[config.mk]
export PLATFORM = sky130hd
export DESIGN_NAME = display_list_coprocessor
export DESIGN_NICKNAME = d
export VERILOG_FILES = /design/src/hdl/dlc_pkg.sv /design/src/hdl/dlc_exec.sv /design/src/hdl/display_list_coprocessor.sv
export SDC_FILE = /design/constraint.sdc
export NUM_CORES = 1
export LEC_CHECK = 0
export BUFFER_PORTS_ARGS = -buffer_cell sky130_fd_sc_hd__buf_4
export CORE_MARGIN = 3
export CORE_UTILIZATION = 50
export CTS_BUF_LIST = sky130_fd_sc_hd__clkbuf_2 sky130_fd_sc_hd__clkbuf_4 sky130_fd_sc_hd__clkbuf_8
export DETAILED_ROUTE_END_ITERATION = 10
export PLACE_DENSITY = 0.74
export SYNTH_ARGS = -nofsm -noshare
export SYNTH_HDL_FRONTEND = slang
export SYNTH_SLANG_ARGS = --single-unit
[constraint.sdc]
create_clock -name clk -period 4.4 [get_ports clk]
set_clock_uncertainty 0.15 [all_clocks]
set_input_delay 0.22 -clock clk [delete_from_list [all_inputs] [get_ports clk]]
set_output_delay 0.22 -clock clk [all_outputs]
set_load 0.01 [all_outputs]
[src/hdl/dlc_pkg.sv]
// Shared types, event codes and field layout for the display list coprocessor.
// Used by dlc_exec, the top level and the port checker; depends on nothing.
`timescale 1ns / 1ps
`default_nettype none

package dlc_pkg;

	localparam int ADDR_BITS_DEF = 21;

	// Field widths fixed by the stream and register layout.
	localparam int KIND_W  = 2;
	localparam int LINE_W  = 9;
	localparam int POS_W   = 8;
	localparam int WORD_W  = 16;
	localparam int FETCH_W = 21;
	localparam int OFF_W   = 9;
	localparam int EV_W    = 3;
	localparam int DL_W    = 2;

	localparam int S_TDATA_W = 72;
	localparam int M_TDATA_W = 64;

	// Item kinds.
	localparam logic [KIND_W-1:0] KIND_RESTART = 2'd0;
	localparam logic [KIND_W-1:0] KIND_SLOT    = 2'd1;
	localparam logic [KIND_W-1:0] KIND_JUMP    = 2'd2;
	localparam logic [KIND_W-1:0] KIND_UNUSED  = 2'd3;

	// Result events.
	localparam logic [EV_W-1:0] EV_RELOAD   = 3'd0;
	localparam logic [EV_W-1:0] EV_HOLD     = 3'd1;
	localparam logic [EV_W-1:0] EV_RELEASE  = 3'd2;
	localparam logic [EV_W-1:0] EV_WRITE    = 3'd3;
	localparam logic [EV_W-1:0] EV_STOP     = 3'd4;
	localparam logic [EV_W-1:0] EV_ARMED    = 3'd5;
	localparam logic [EV_W-1:0] EV_SKIP_NO  = 3'd6;
	localparam logic [EV_W-1:0] EV_SKIP_YES = 3'd7;

	// Configuration register indexes (byte address 4*index).
	localparam logic [1:0] REG_LIST_START = 2'd0;
	localparam logic [1:0] REG_DANGER     = 2'd1;
	localparam logic [1:0] REG_LAST_H     = 2'd2;

	localparam logic [POS_W-1:0] LAST_H_RESET = 8'd227;
	localparam logic [POS_W-1:0] STOP_LINE    = 8'hff;
	localparam logic [POS_W-1:0] STOP_COLUMN  = 8'hfe;
	localparam logic [POS_W-1:0] FLOOR_BASE   = 8'h80;

	typedef struct packed {
		logic [FETCH_W-1:0] list_start;
		logic [DL_W-1:0]    danger_level;
		logic [POS_W-1:0]   last_h;
	} dlc_cfg_t;

	typedef struct packed {
		logic             waiting;
		logic [POS_W-1:0] line;
		logic [POS_W-1:0] column;
		logic             blitter;
	} dlc_wait_t;

	typedef struct packed {
		logic [KIND_W-1:0]  kind;
		logic [LINE_W-1:0]  beam_v;
		logic [POS_W-1:0]   beam_h;
		logic               blitter_busy;
		logic [WORD_W-1:0]  instr_word;
		logic [WORD_W-1:0]  param_word;
		logic [FETCH_W-1:0] jump_address;
	} dlc_item_t;

	typedef struct packed {
		logic [EV_W-1:0]    event_res;
		logic [OFF_W-1:0]   reg_offset;
		logic [WORD_W-1:0]  reg_data;
		logic [FETCH_W-1:0] fetch_address;
		logic               hold_rest_of_line;
		logic [POS_W-1:0]   release_h;
	} dlc_result_t;

endpackage

`default_nettype wire

[src/hdl/dlc_exec.sv]
// Single-slot execution logic: decodes MOVE / WAIT / SKIP and the reload kinds,
// producing the next counter, the next wait state and the result. Uses dlc_pkg.
`timescale 1ns / 1ps
`default_nettype none

module dlc_exec import dlc_pkg::*; #(
	parameter int ADDR_BITS = ADDR_BITS_DEF
) (
	input  wire dlc_cfg_t             cfg,
	input  wire dlc_item_t            item,
	input  wire logic [ADDR_BITS-1:0] pc,
	input  wire dlc_wait_t            wst,
	output logic [ADDR_BITS-1:0]      pc_next,
	output dlc_wait_t                 wst_next,
	output dlc_result_t               res
);

	logic [POS_W-1:0]     v;
	logic [POS_W-1:0]     h;
	logic [ADDR_BITS-1:0] pc_plus4;
	logic [ADDR_BITS-1:0] pc_plus8;
	logic [OFF_W-1:0]     off;
	logic [POS_W-1:0]     floor_off;
	logic [POS_W-1:0]     pv;
	logic [POS_W-1:0]     ph;
	logic                 blit;
	logic                 pos_not_reached;

	assign v         = item.beam_v[POS_W-1:0];
	assign h         = item.beam_h;
	assign pc_plus4  = pc + ADDR_BITS'(4);
	assign pc_plus8  = pc + ADDR_BITS'(8);
	assign off       = {item.instr_word[OFF_W-1:1], 1'b0};
	assign floor_off = FLOOR_BASE - {1'b0, cfg.danger_level, 5'd0};
	// Vertical bit 7 of a WAIT/SKIP position is never masked.
	assign pv   = item.instr_word[15:8] & {1'b1, item.param_word[14:8]};
	assign ph   = item.instr_word[7:0] & STOP_COLUMN & item.param_word[7:0];
	assign blit = ~item.param_word[15];
	assign pos_not_reached = (v < pv) || ((v == pv) && (h < ph));

	always_comb begin
		pc_next  = pc;
		wst_next = wst;
		res      = '0;

		case (item.kind)
			KIND_RESTART, KIND_JUMP: begin
				pc_next = (item.kind == KIND_RESTART) ? ADDR_BITS'(cfg.list_start)
				                                      : ADDR_BITS'(item.jump_address);
				wst_next.waiting = 1'b0;
				res.event_res    = EV_RELOAD;
			end
			KIND_SLOT: begin
				if (wst.waiting) begin
					res.event_res = EV_HOLD;
					if (v < wst.line) begin
						res.hold_rest_of_line = 1'b1;
					end else if ((v == wst.line) && (h < wst.column)) begin
						if (wst.column > cfg.last_h)
							res.hold_rest_of_line = 1'b1;
						else
							res.release_h = wst.column;
					end else if (wst.blitter && item.blitter_busy) begin
						res.hold_rest_of_line = 1'b1;
					end else begin
						wst_next.blitter = 1'b0;
						wst_next.waiting = 1'b0;
						pc_next          = pc_plus4;
						res.event_res    = EV_RELEASE;
					end
				end else if (!item.instr_word[0]) begin
					pc_next = pc_plus4;
					if (off >= {1'b0, floor_off}) begin
						res.event_res  = EV_WRITE;
						res.reg_offset = off;
						res.reg_data   = item.param_word;
					end else begin
						// A protected register parks the list on a wait for line 0xff, column 0xfe.
						wst_next.waiting = 1'b1;
						wst_next.line    = STOP_LINE;
						wst_next.column  = STOP_COLUMN;
						res.event_res    = EV_STOP;
					end
				end else if (!item.param_word[0]) begin
					wst_next.waiting = 1'b1;
					wst_next.line    = pv;
					wst_next.column  = ph;
					wst_next.blitter = blit;
					res.event_res    = EV_ARMED;
				end else if (pos_not_reached || (blit && item.blitter_busy)) begin
					pc_next       = pc_plus4;
					res.event_res = EV_SKIP_NO;
				end else begin
					pc_next       = pc_plus8;
					res.event_res = EV_SKIP_YES;
				end
			end
			default: begin
			end
		endcase

		res.fetch_address = FETCH_W'(pc_next);
	end

endmodule

`default_nettype wire

[src/hdl/display_list_coprocessor.sv]
// Display list coprocessor: one result item per accepted item of kind 0, 1 or 2.
// Each accepted item is held in the input register and executes into the result register, which drives m_tvalid.
// Throughput: one item per cycle; the input register and the result register
// advance together, so a stall on m_tready backs up into s_tready.
// Items of the unused kind are taken and dropped. Reset (arst_n low) clears
// the counter, the wait state, both valid flags and the configuration registers to defaults.
`timescale 1ns / 1ps
`default_nettype none

module display_list_coprocessor import dlc_pkg::*; #(
	parameter int ADDR_BITS = ADDR_BITS_DEF
) (
	input  wire logic                  clk,
	input  wire logic                  arst_n,
	input  wire logic                  s_tvalid,
	output logic                       s_tready,
	// beam_v, beam_h, blitter_busy, instr_word, param_word, jump_address, pad
	input  wire logic [S_TDATA_W-1:0]  s_tdata,
	// kind
	input  wire logic [KIND_W-1:0]     s_tuser,
	output logic                       m_tvalid,
	input  wire logic                  m_tready,
	// event_res, reg_offset, reg_data, fetch_address, hold_rest_of_line, release_h, pad
	output logic [M_TDATA_W-1:0]       m_tdata,
	input  wire logic                  psel,
	input  wire logic                  penable,
	input  wire logic                  pwrite,
	input  wire logic [3:0]            paddr,
	input  wire logic [31:0]           pwdata,
	output logic [31:0]                prdata,
	output logic                       pready
);

	dlc_cfg_t             cfg_q;
	dlc_item_t            item_s1;
	logic                 valid_s1;
	dlc_result_t          res_s2;
	logic                 valid_s2;
	logic [ADDR_BITS-1:0] pc_q;
	dlc_wait_t            wst_q;

	logic [ADDR_BITS-1:0] pc_next;
	dlc_wait_t            wst_next;
	dlc_result_t          res_next;
	logic                 advance;
	logic                 s_fire;
	dlc_item_t            item_in;

	assign pready = 1'b1;

	always_ff @(posedge clk or negedge arst_n) begin
		if (!arst_n) begin
			cfg_q.list_start   <= '0;
			cfg_q.danger_level <= '0;
			cfg_q.last_h       <= LAST_H_RESET;
		end else if (psel && penable && pwrite && pready) begin
			case (paddr[3:2])
				REG_LIST_START: cfg_q.list_start   <= pwdata[FETCH_W-1:0];
				REG_DANGER:     cfg_q.danger_level <= pwdata[DL_W-1:0];
				REG_LAST_H:     cfg_q.last_h       <= pwdata[POS_W-1:0];
				default: begin
				end
			endcase
		end
	end

	always_comb begin
		case (paddr[3:2])
			REG_LIST_START: prdata = 32'(cfg_q.list_start);
			REG_DANGER:     prdata = 32'(cfg_q.danger_level);
			REG_LAST_H:     prdata = 32'(cfg_q.last_h);
			default:        prdata = '0;
		endcase
	end

	assign item_in.kind         = s_tuser;
	assign item_in.beam_v       = s_tdata[8:0];
	assign item_in.beam_h       = s_tdata[16:9];
	assign item_in.blitter_busy = s_tdata[17];
	assign item_in.instr_word   = s_tdata[33:18];
	assign item_in.param_word   = s_tdata[49:34];
	assign item_in.jump_address = s_tdata[70:50];

	// The slot in the input register executes when the result register frees up.
	assign advance  = valid_s1 && (!valid_s2 || m_tready);
	assign s_tready = !valid_s1 || advance;
	assign s_fire   = s_tvalid && s_tready;

	dlc_exec #(
		.ADDR_BITS(ADDR_BITS)
	) u_exec (
		.cfg      (cfg_q),
		.item     (item_s1),
		.pc       (pc_q),
		.wst      (wst_q),
		.pc_next  (pc_next),
		.wst_next (wst_next),
		.res      (res_next)
	);

	always_ff @(posedge clk or negedge arst_n) begin
		if (!arst_n) begin
			valid_s1 <= 1'b0;
			valid_s2 <= 1'b0;
			pc_q     <= '0;
			wst_q    <= '0;
		end else begin
			if (s_fire)
				valid_s1 <= (s_tuser != KIND_UNUSED);
			else if (advance)
				valid_s1 <= 1'b0;

			if (advance) begin
				valid_s2 <= 1'b1;
				pc_q     <= pc_next;
				wst_q    <= wst_next;
			end else if (m_tready) begin
				valid_s2 <= 1'b0;
			end
		end
	end

	always_ff @(posedge clk) begin
		if (s_fire)
			item_s1 <= item_in;
		if (advance)
			res_s2 <= res_next;
	end

	assign m_tvalid = valid_s2;
	assign m_tdata  = {6'd0, res_s2.release_h, res_s2.hold_rest_of_line,
	                   res_s2.fetch_address, res_s2.reg_data, res_s2.reg_offset,
	                   res_s2.event_res};

endmodule

`default_nettype wire

## Word-level counts from Yosys, hierarchy flattened

Cells that the tools add are included.

- Add/sub/neg operators: 3
- Multiply operators: 0
- Divide/modulo/power cells: 0
- Order comparisons: 6
- Equality and inequality tests: 13
- Shifts and indexed selects: 0
- Muxes and demuxes: 38
- Bitwise logic cells: 7
- Reduce and logical (&&, ||, !) cells: 31

Operators with widths:

| operator | number |
|---|---|
| $mux W21 | 8 |
| $pmux W21 S3 | 1 |
| $pmux W21 S2 | 1 |
| $mux W17 | 2 |
| $lt A8 B8 Y1 | 4 |
| $add A21 B3 Y21 const B | 1 |
| $add A21 B4 Y21 const B | 1 |
| $mux W18 | 1 |
| $mux W1 | 17 |
| $and A8 B8 Y8 | 2 |
| $eq A8 B8 Y1 | 2 |
| $mux W3 | 4 |
| $ne A2 B2 Y1 const B | 6 |
| $reduce_and A2 Y1 | 5 |
| $ge A9 B8 Y1 | 1 |
| $gt A8 B8 Y1 | 1 |
| $logic_and A1 B1 Y1 | 8 |
| $reduce_bool A2 Y1 | 4 |
| $sub A8 B7 Y8 const A | 1 |
| $reduce_and A7 Y1 | 1 |
| $mux W2 | 3 |
| $not A1 Y1 | 5 |
| $reduce_and A5 Y1 | 1 |
| $reduce_or A5 Y1 | 1 |
| 10 further kinds | 17 |

- Register bits: 202
- Bits in latches: 0
- Bits in writable memories: 0
- Memory bits (read-only): 0
- Bits of input ports: 117
- Output and inout port bits: 99
- Logic and storage cells: 122
- Memories: 0

## Longest topological paths before layout

- Depth after elaboration: 10
- Mapped depth: 11
- Depth with buffers taken out: 10

## Cells and area by module

From an unflattened synthesis, not the netlist that was laid out.

- Cell total of the unflattened synthesis: 838
- Area, all modules: 10,243.6 um^2

By module, submodules not included:

| module | instances | cells each | area an instance (um^2) | seq. area each (um^2) |
|---|---|---|---|---|
| display_list_coprocessor | 1 | 348 | 7,026.7 | 5,741.8 |
| dlc_exec | 1 | 490 | 3,216.8 | 0.0 |

## Least setup slack after synthesis

No wires, ideal clock.

- Path type: register to register
- Start: register valid_s2, in the netlist m_tvalid
- End: register pc_q[5]
- Setup time: 131 ps
- Arrival time: 2,854 ps
- Required time: 4,119 ps
- Slack: 1,264 ps
- Cell stages (with the launch flop): 7
- Buffers on the path: 1
- Clock period less this slack: 3,136 ps
- Cells stage by stage: dfrtp_1 > nand2b_1 > nand2_1 > inv_1 > clkbuf_1 > o21ai_0 > o2bb2ai_1

- Word-level cells in the longest chain between the ends: 3

RTL lines:

| element | RTL line | RTL |
|---|---|---|
| from (decl) | display_list_coprocessor.sv:38 | `logic valid_s2;` |
| from (signal assigned) | display_list_coprocessor.sv:104 | `valid_s2 <= 1'b0;` |
| from (signal assigned) | display_list_coprocessor.sv:114 | `valid_s2 <= 1'b1;` |
| from (signal assigned) | display_list_coprocessor.sv:118 | `valid_s2 <= 1'b0;` |
| $logic_not A1 Y1 | display_list_coprocessor.sv:85 | `assign advance = valid_s1 && (!valid_s2 \|\| m_tready);` |
| $logic_or A1 B1 Y1 | display_list_coprocessor.sv:85 |  |
| $logic_and A1 B1 Y1 | display_list_coprocessor.sv:85 |  |
| named net advance | display_list_coprocessor.sv:45 | `logic advance;` |
| to (signal assigned) | display_list_coprocessor.sv:115 | `pc_q <= pc_next;` |
| to (decl) | display_list_coprocessor.sv:39 | `logic [ADDR_BITS-1:0] pc_q;` |

The timed path passes the listed nets, and every way through them passes these cells.
A chain may end at the register's enable or synchronous reset.

## Worst setup path after layout

- Start: register item_s1[45] (netlist bit)
- End: register res_s2, in the netlist m_tdata[37], data pin

- Word-level cells in the longest chain between the ends: 10
- Elaborated cells on any way between the ends: 11
- Those cells by class: order compare: 1; eq/ne: 1; mux: 5; bitwise: 1; reduce/logical: 3

RTL lines:

| element | RTL line | RTL |
|---|---|---|
| from (decl) | display_list_coprocessor.sv:35 | `dlc_item_t item_s1;` |
| from (signal assigned) | display_list_coprocessor.sv:125 | `item_s1 <= item_in;` |
| $and A8 B8 Y8 * | dlc_exec.sv:36 | `assign pv = item.instr_word[15:8] & {1'b1, item.param_word[14:8]};` |
| parallel branches: the longest is 2 deep, another holds $lt A8 B8 Y1 | n/a |  |
| $logic_or A1 B1 Y1 * | dlc_exec.sv:39 | `assign pos_not_reached = (v < pv) \|\| ((v == pv) && (h < ph));` |
| $logic_or A1 B1 Y1 * | dlc_exec.sv:90 | `end else if (pos_not_reached \|\| (blit && item.blitter_busy)) begin` |
| $mux W21 * | dlc_exec.sv:90 |  |
| $mux W21 * | dlc_exec.sv:84 | `end else if (!item.param_word[0]) begin` |
| $mux W21 * | dlc_exec.sv:71 | `end else if (!item.instr_word[0]) begin` |
| $mux W21 * | dlc_exec.sv:54 | `if (wst.waiting) begin` |
| $pmux W21 S2 * | dlc_exec.sv:46 | `case (item.kind)` |
| named net pc_next[9] | display_list_coprocessor.sv:42 | `logic [ADDR_BITS-1:0] pc_next;` |
| to (signal assigned) | display_list_coprocessor.sv:127 | `res_s2 <= res_next;` |
| to (decl) | display_list_coprocessor.sv:37 | `dlc_result_t res_s2;` |

Mark *: on every way through the listed nets, which the timed path passes.

==> results.md <==
Detailed routing:
- For this run, design rule violations remaining after detail routing come to 0.
- The final routed wire length divided by cell count is 19.8 um.
- The initial DRC count is 776.
- Summed over all layers, the routed wires come to 28.8 mm.
- The number of vias per cell after detailed routing is 5.76.
- The detail route stage leaves a number of antenna-violating nets equal to 0.
- Before antenna repair, the detailed router went through 5 iterations.
- For this block, the via count after detailed routing is 8369.

Timing:
- The setup TNS is 0 ns.
- The final cycle utilization of the critical path is 79.0%.
- The final-report max-slew violation count is 0.
- The routed design could run at a clock period as short as 3.48 ns.
- The fmax is 0.288 GHz.
- The number of hold violations in the final report was 0.
- Setup repair after global routing left no endpoint under its margin.
- The worst slew margin relative to its limit is 23.2%.
- For the pin with the worst max-slew slack, the measured transition is 1.15 ns.
- The setup-violating endpoint count in the final report is 0.

CTS:
- Clock latency on the worst-skew pair, taken at its later pin, is 0.49 ns.
- The clock-pin slew reported for the worst setup and hold paths after clock tree synthesis is 0.12 ns.
- In this run the number of H-tree levels came out at 4.
- For this design, the sink count on the clock tree is 198.
- The count of hold-fix buffers inserted at cts is 96.
- TritonCTS built the clock tree.
- The clock tree root driver cell is sky130_fd_sc_hd__clkbuf_8.
- The number of clock buffers inserted by TritonCTS is 17.
- Counting along the longest clock path gives a buffer depth of 2.
- The post-CTS setup buffer count is 0.
- The total of cells resized after clock tree synthesis is 0.

Setup path:
- The signal arrival time at the worst endpoint is 3.56 ns.
- The most critical setup path has its endpoint at m_tdata[37].
- In this run the worst path has a maximum fanout of 8.
- In this run the critical register-to-register path is launched from item_s1[45].
- The buffers plus inverters on the worst setup path is 0.
- Walking the worst path, the cells encountered are and2_1 -> ha_1 -> and4b_1 -> a211oi_1 -> o2bb2ai_2 -> nand3_1 -> and3_1 -> or4_1 -> xor2_1 -> mux2i_1.
- For flop-to-flop paths, the worst setup slack is 0.92 ns.
- The launch point of the critical path is item_s1[45].
- STA classifies the critical path endpoint as a flip-flop.
- The kind of critical path is reg2reg.
- For the worst setup path, the data required time is 4.49 ns.
- The kind of cell adding the most delay to the critical path is simple AND/OR/NAND/NOR gates.
- The worst register-to-register path has a depth of 10.
- The cell with the largest stage delay on the worst path is sky130_fd_sc_hd__edfxtp_1.
- The critical path crosses 10 cells after its start point.
- The worst reg2reg path endpoint is m_tdata[37].
- In this design, the stage delay of the slowest critical-path cell is 0.52 ns.
- The type of element launching the critical path is a flip-flop.

Power and ir drop:
- The reported leakage power is 5.61 nW.
- The part of the power in registers is 47.5%.
- Summing internal, switching and leakage power gives 5.65 mW.
- For this design the ratio of total power to cell area is 429 nW/um^2.
- In this run the power spent charging and discharging nets is 1.98 mW.
- The share of power burned in the clock network is 23.9%.
- In this run switching power makes up 35.1% of total power.
- Of the total power, combinational logic draws 28.6%.
- The worst IR drop on VDD is 0.000212 V.
- The internal cell power is 3.67 mW.

Global routing:
- The total global routing overflow is 0.
- The total global routing track utilization is 26.1%.
- The initial antenna violation count is 1.
- The via count of the first global-routing pass is 8140.
- The maximum number of pins on one net before global-route repair is 72.
- The global-route wire length before repair is 44.9 mm.

Die:
- The count of standard-cell rows is 51.
- The number of top-level pins is 216.
- The width of the chip is 149 um.
- The core box area is 19800 sq um.
- The die height is 149 um.
- Once the floorplan was initialized, standard cells occupied 51.8% of the core.
- The die covers 22200 sq um.

Status:
- The run finished with clean final reports.

Synth:
- Sequential elements use 54.6% of the synthesized area.
- The synthesized area is 10200 sq um.
- The Yosys step of the flow raised 0 warnings.
- In the synthesized netlist the async set-or-reset flop fraction comes to 35.9%.
- Counting distinct cell types in the post-synthesis netlist gives 79.
- The number of register bits inferred by synthesis is 198.
- The synthesized instance count is 920.
- The most used flip-flop cell after synthesis is sky130_fd_sc_hd__edfxtp_1.
- The number of enable-type register cells in the synthesized netlist is 127.
- A synthesized cell averages 11.1 sq um.

Layout:
- The area growth from synthesis to layout is 28.6%.
- The final standard cell utilization of the core is 66.6%.
- Of the cells placed in the final design, the portion with a size suffix greater than 1 is 24.1%.
- The repair_antennas step left the layout with diodes totalling 0.
- Leaving out fill and tap cells, the most frequent cell in the layout is sky130_fd_sc_hd__buf_4.
- At the end of the flow, the number of nets in the layout was 1335.
- In the layout the commonest cells are sky130_fd_sc_hd__buf_4 (191), sky130_fd_sc_hd__edfxtp_1 (127), sky130_fd_sc_hd__dlygate4sd3_1 (96).

Worst hold path:
- The min-delay analysis places its worst path in the category in2reg.

Placed design:
- The final weighted congestion in routability-driven placement is 0.912.
- The estimated wirelength of the detail-placed design is 19.5 mm.
- The count of port buffers added during placement is 179.

Run:
- The tool flagged a number of max-cap violations equal to 0.
-- cell families after synthesis --
group	share of synthesized area, %
AO/OA/AOI/OAI	13.0
XOR/XNOR	0.684
adder cells (fa/ha/maj)	5.13
buffers and inverters	4.80
flip-flops	54.6
multiplexers	7.30
other	0.0733
AND/OR/NAND/NOR	14.4
-- sequential cells by signal, indices dropped and copies added, names as in the netlist --
name and cells:
m_tdata 56, wst_q 17, valid_s1 1, pc_q 21
item_s1 71, cfg_q 31, m_tvalid 1
-- power groups by stage --
stage	Sequential (mW)	Combinational [mW]	Clock, mW
after floorplan	2.55	1.11	0
after global placement	2.70	1.47	0
after global routing	2.73	1.80	1.43
after CTS	2.67	1.60	1.36
final	2.68	1.61	1.35
after detailed placement	2.71	1.52	0
-- layer usage --
metal	GRT usage, %	routed length, um
met2	40.0	13100
met1	38.0	12700
met4	6.50	479
met5	0	0
met3	5.74	2580
-- worst min-delay path by stage --
stage / endpoint / cells after the start / from / slack (ns)
after detailed placement: item_s1[9] / 1 / s_tdata[59] / 0.25
after global placement: item_s1[15] / 1 / s_tdata[65] / 0.25
final: cfg_q[9] / 4 / paddr[3] / 0.09
after floorplan: cfg_q[10] / 0 / arst_n / -0.23
after CTS: cfg_q[9] / 4 / paddr[3] / 0.06
after global routing: cfg_q[9] / 3 / paddr[3] / 0.11
-- cell usage after synthesis (6+ instances only) --
cell                       count  share of area [%]
sky130_fd_sc_hd__edfxtp_1    127                 37
sky130_fd_sc_hd__nand2_1      79                2.9
sky130_fd_sc_hd__nor2_1       75                2.7
sky130_fd_sc_hd__dfrtp_1      66                 16
sky130_fd_sc_hd__a21oi_1      56                2.7
sky130_fd_sc_hd__ha_1         42                5.1
sky130_fd_sc_hd__o21ai_0      41                2.0
sky130_fd_sc_hd__clkbuf_1     38                1.4
sky130_fd_sc_hd__inv_1        38                1.4
sky130_fd_sc_hd__mux2_2       38                4.2
sky130_fd_sc_hd__mux2i_1      32                3.1
sky130_fd_sc_hd__and3_1       30                1.8
sky130_fd_sc_hd__and2_1       21                1.3
sky130_fd_sc_hd__buf_4        20                1.5
sky130_fd_sc_hd__nor3_1       16               0.78
sky130_fd_sc_hd__a31oi_1      15               0.92
sky130_fd_sc_hd__nand3_1      15               0.73
sky130_fd_sc_hd__nand4_1      13               0.79
sky130_fd_sc_hd__nand2b_1     12               0.73
sky130_fd_sc_hd__a21o_1       10               0.73
sky130_fd_sc_hd__nor4_1        8               0.49
sky130_fd_sc_hd__o211ai_1      8               0.59
sky130_fd_sc_hd__a211oi_1      7               0.51
sky130_fd_sc_hd__buf_2         6               0.29
sky130_fd_sc_hd__xnor2_1       6               0.51
-- cell type report --
class / count / area (sq um)
timing repair buffer: 287 / 2390
tap: 265 / 332
multi-input combinational: 633 / 4240
inverter: 39 / 146
clock inverter: 15 / 231
fill: 1510 / 6610
sequential: 198 / 5600
clock buffer: 17 / 234
-- worst register-to-register path: stages (launching register included) --
cell                        delay (ns)
sky130_fd_sc_hd__edfxtp_1         0.52
sky130_fd_sc_hd__and2_1           0.24
sky130_fd_sc_hd__ha_1             0.18
sky130_fd_sc_hd__and4b_1          0.24
sky130_fd_sc_hd__a211oi_1         0.07
sky130_fd_sc_hd__o2bb2ai_2        0.39
sky130_fd_sc_hd__nand3_1          0.37
sky130_fd_sc_hd__and3_1           0.33
sky130_fd_sc_hd__or4_1            0.47
sky130_fd_sc_hd__xor2_1           0.17
sky130_fd_sc_hd__mux2i_1          0.09
-- through the flow --
step	instance area [sq um]	std cells	hold slack [ns]	setup WS, ns
after floorplan	10300	938	-0.226	1.26
after global placement	11700	1326	0.249	1.01
after detailed placement	11700	1326	0.249	0.992
after CTS	13200	1454	0.0644	0.962
after global routing	13200	1454	0.111	0.761
final	13200	1454	0.0944	0.923
(Power assumes the default switching activity.)
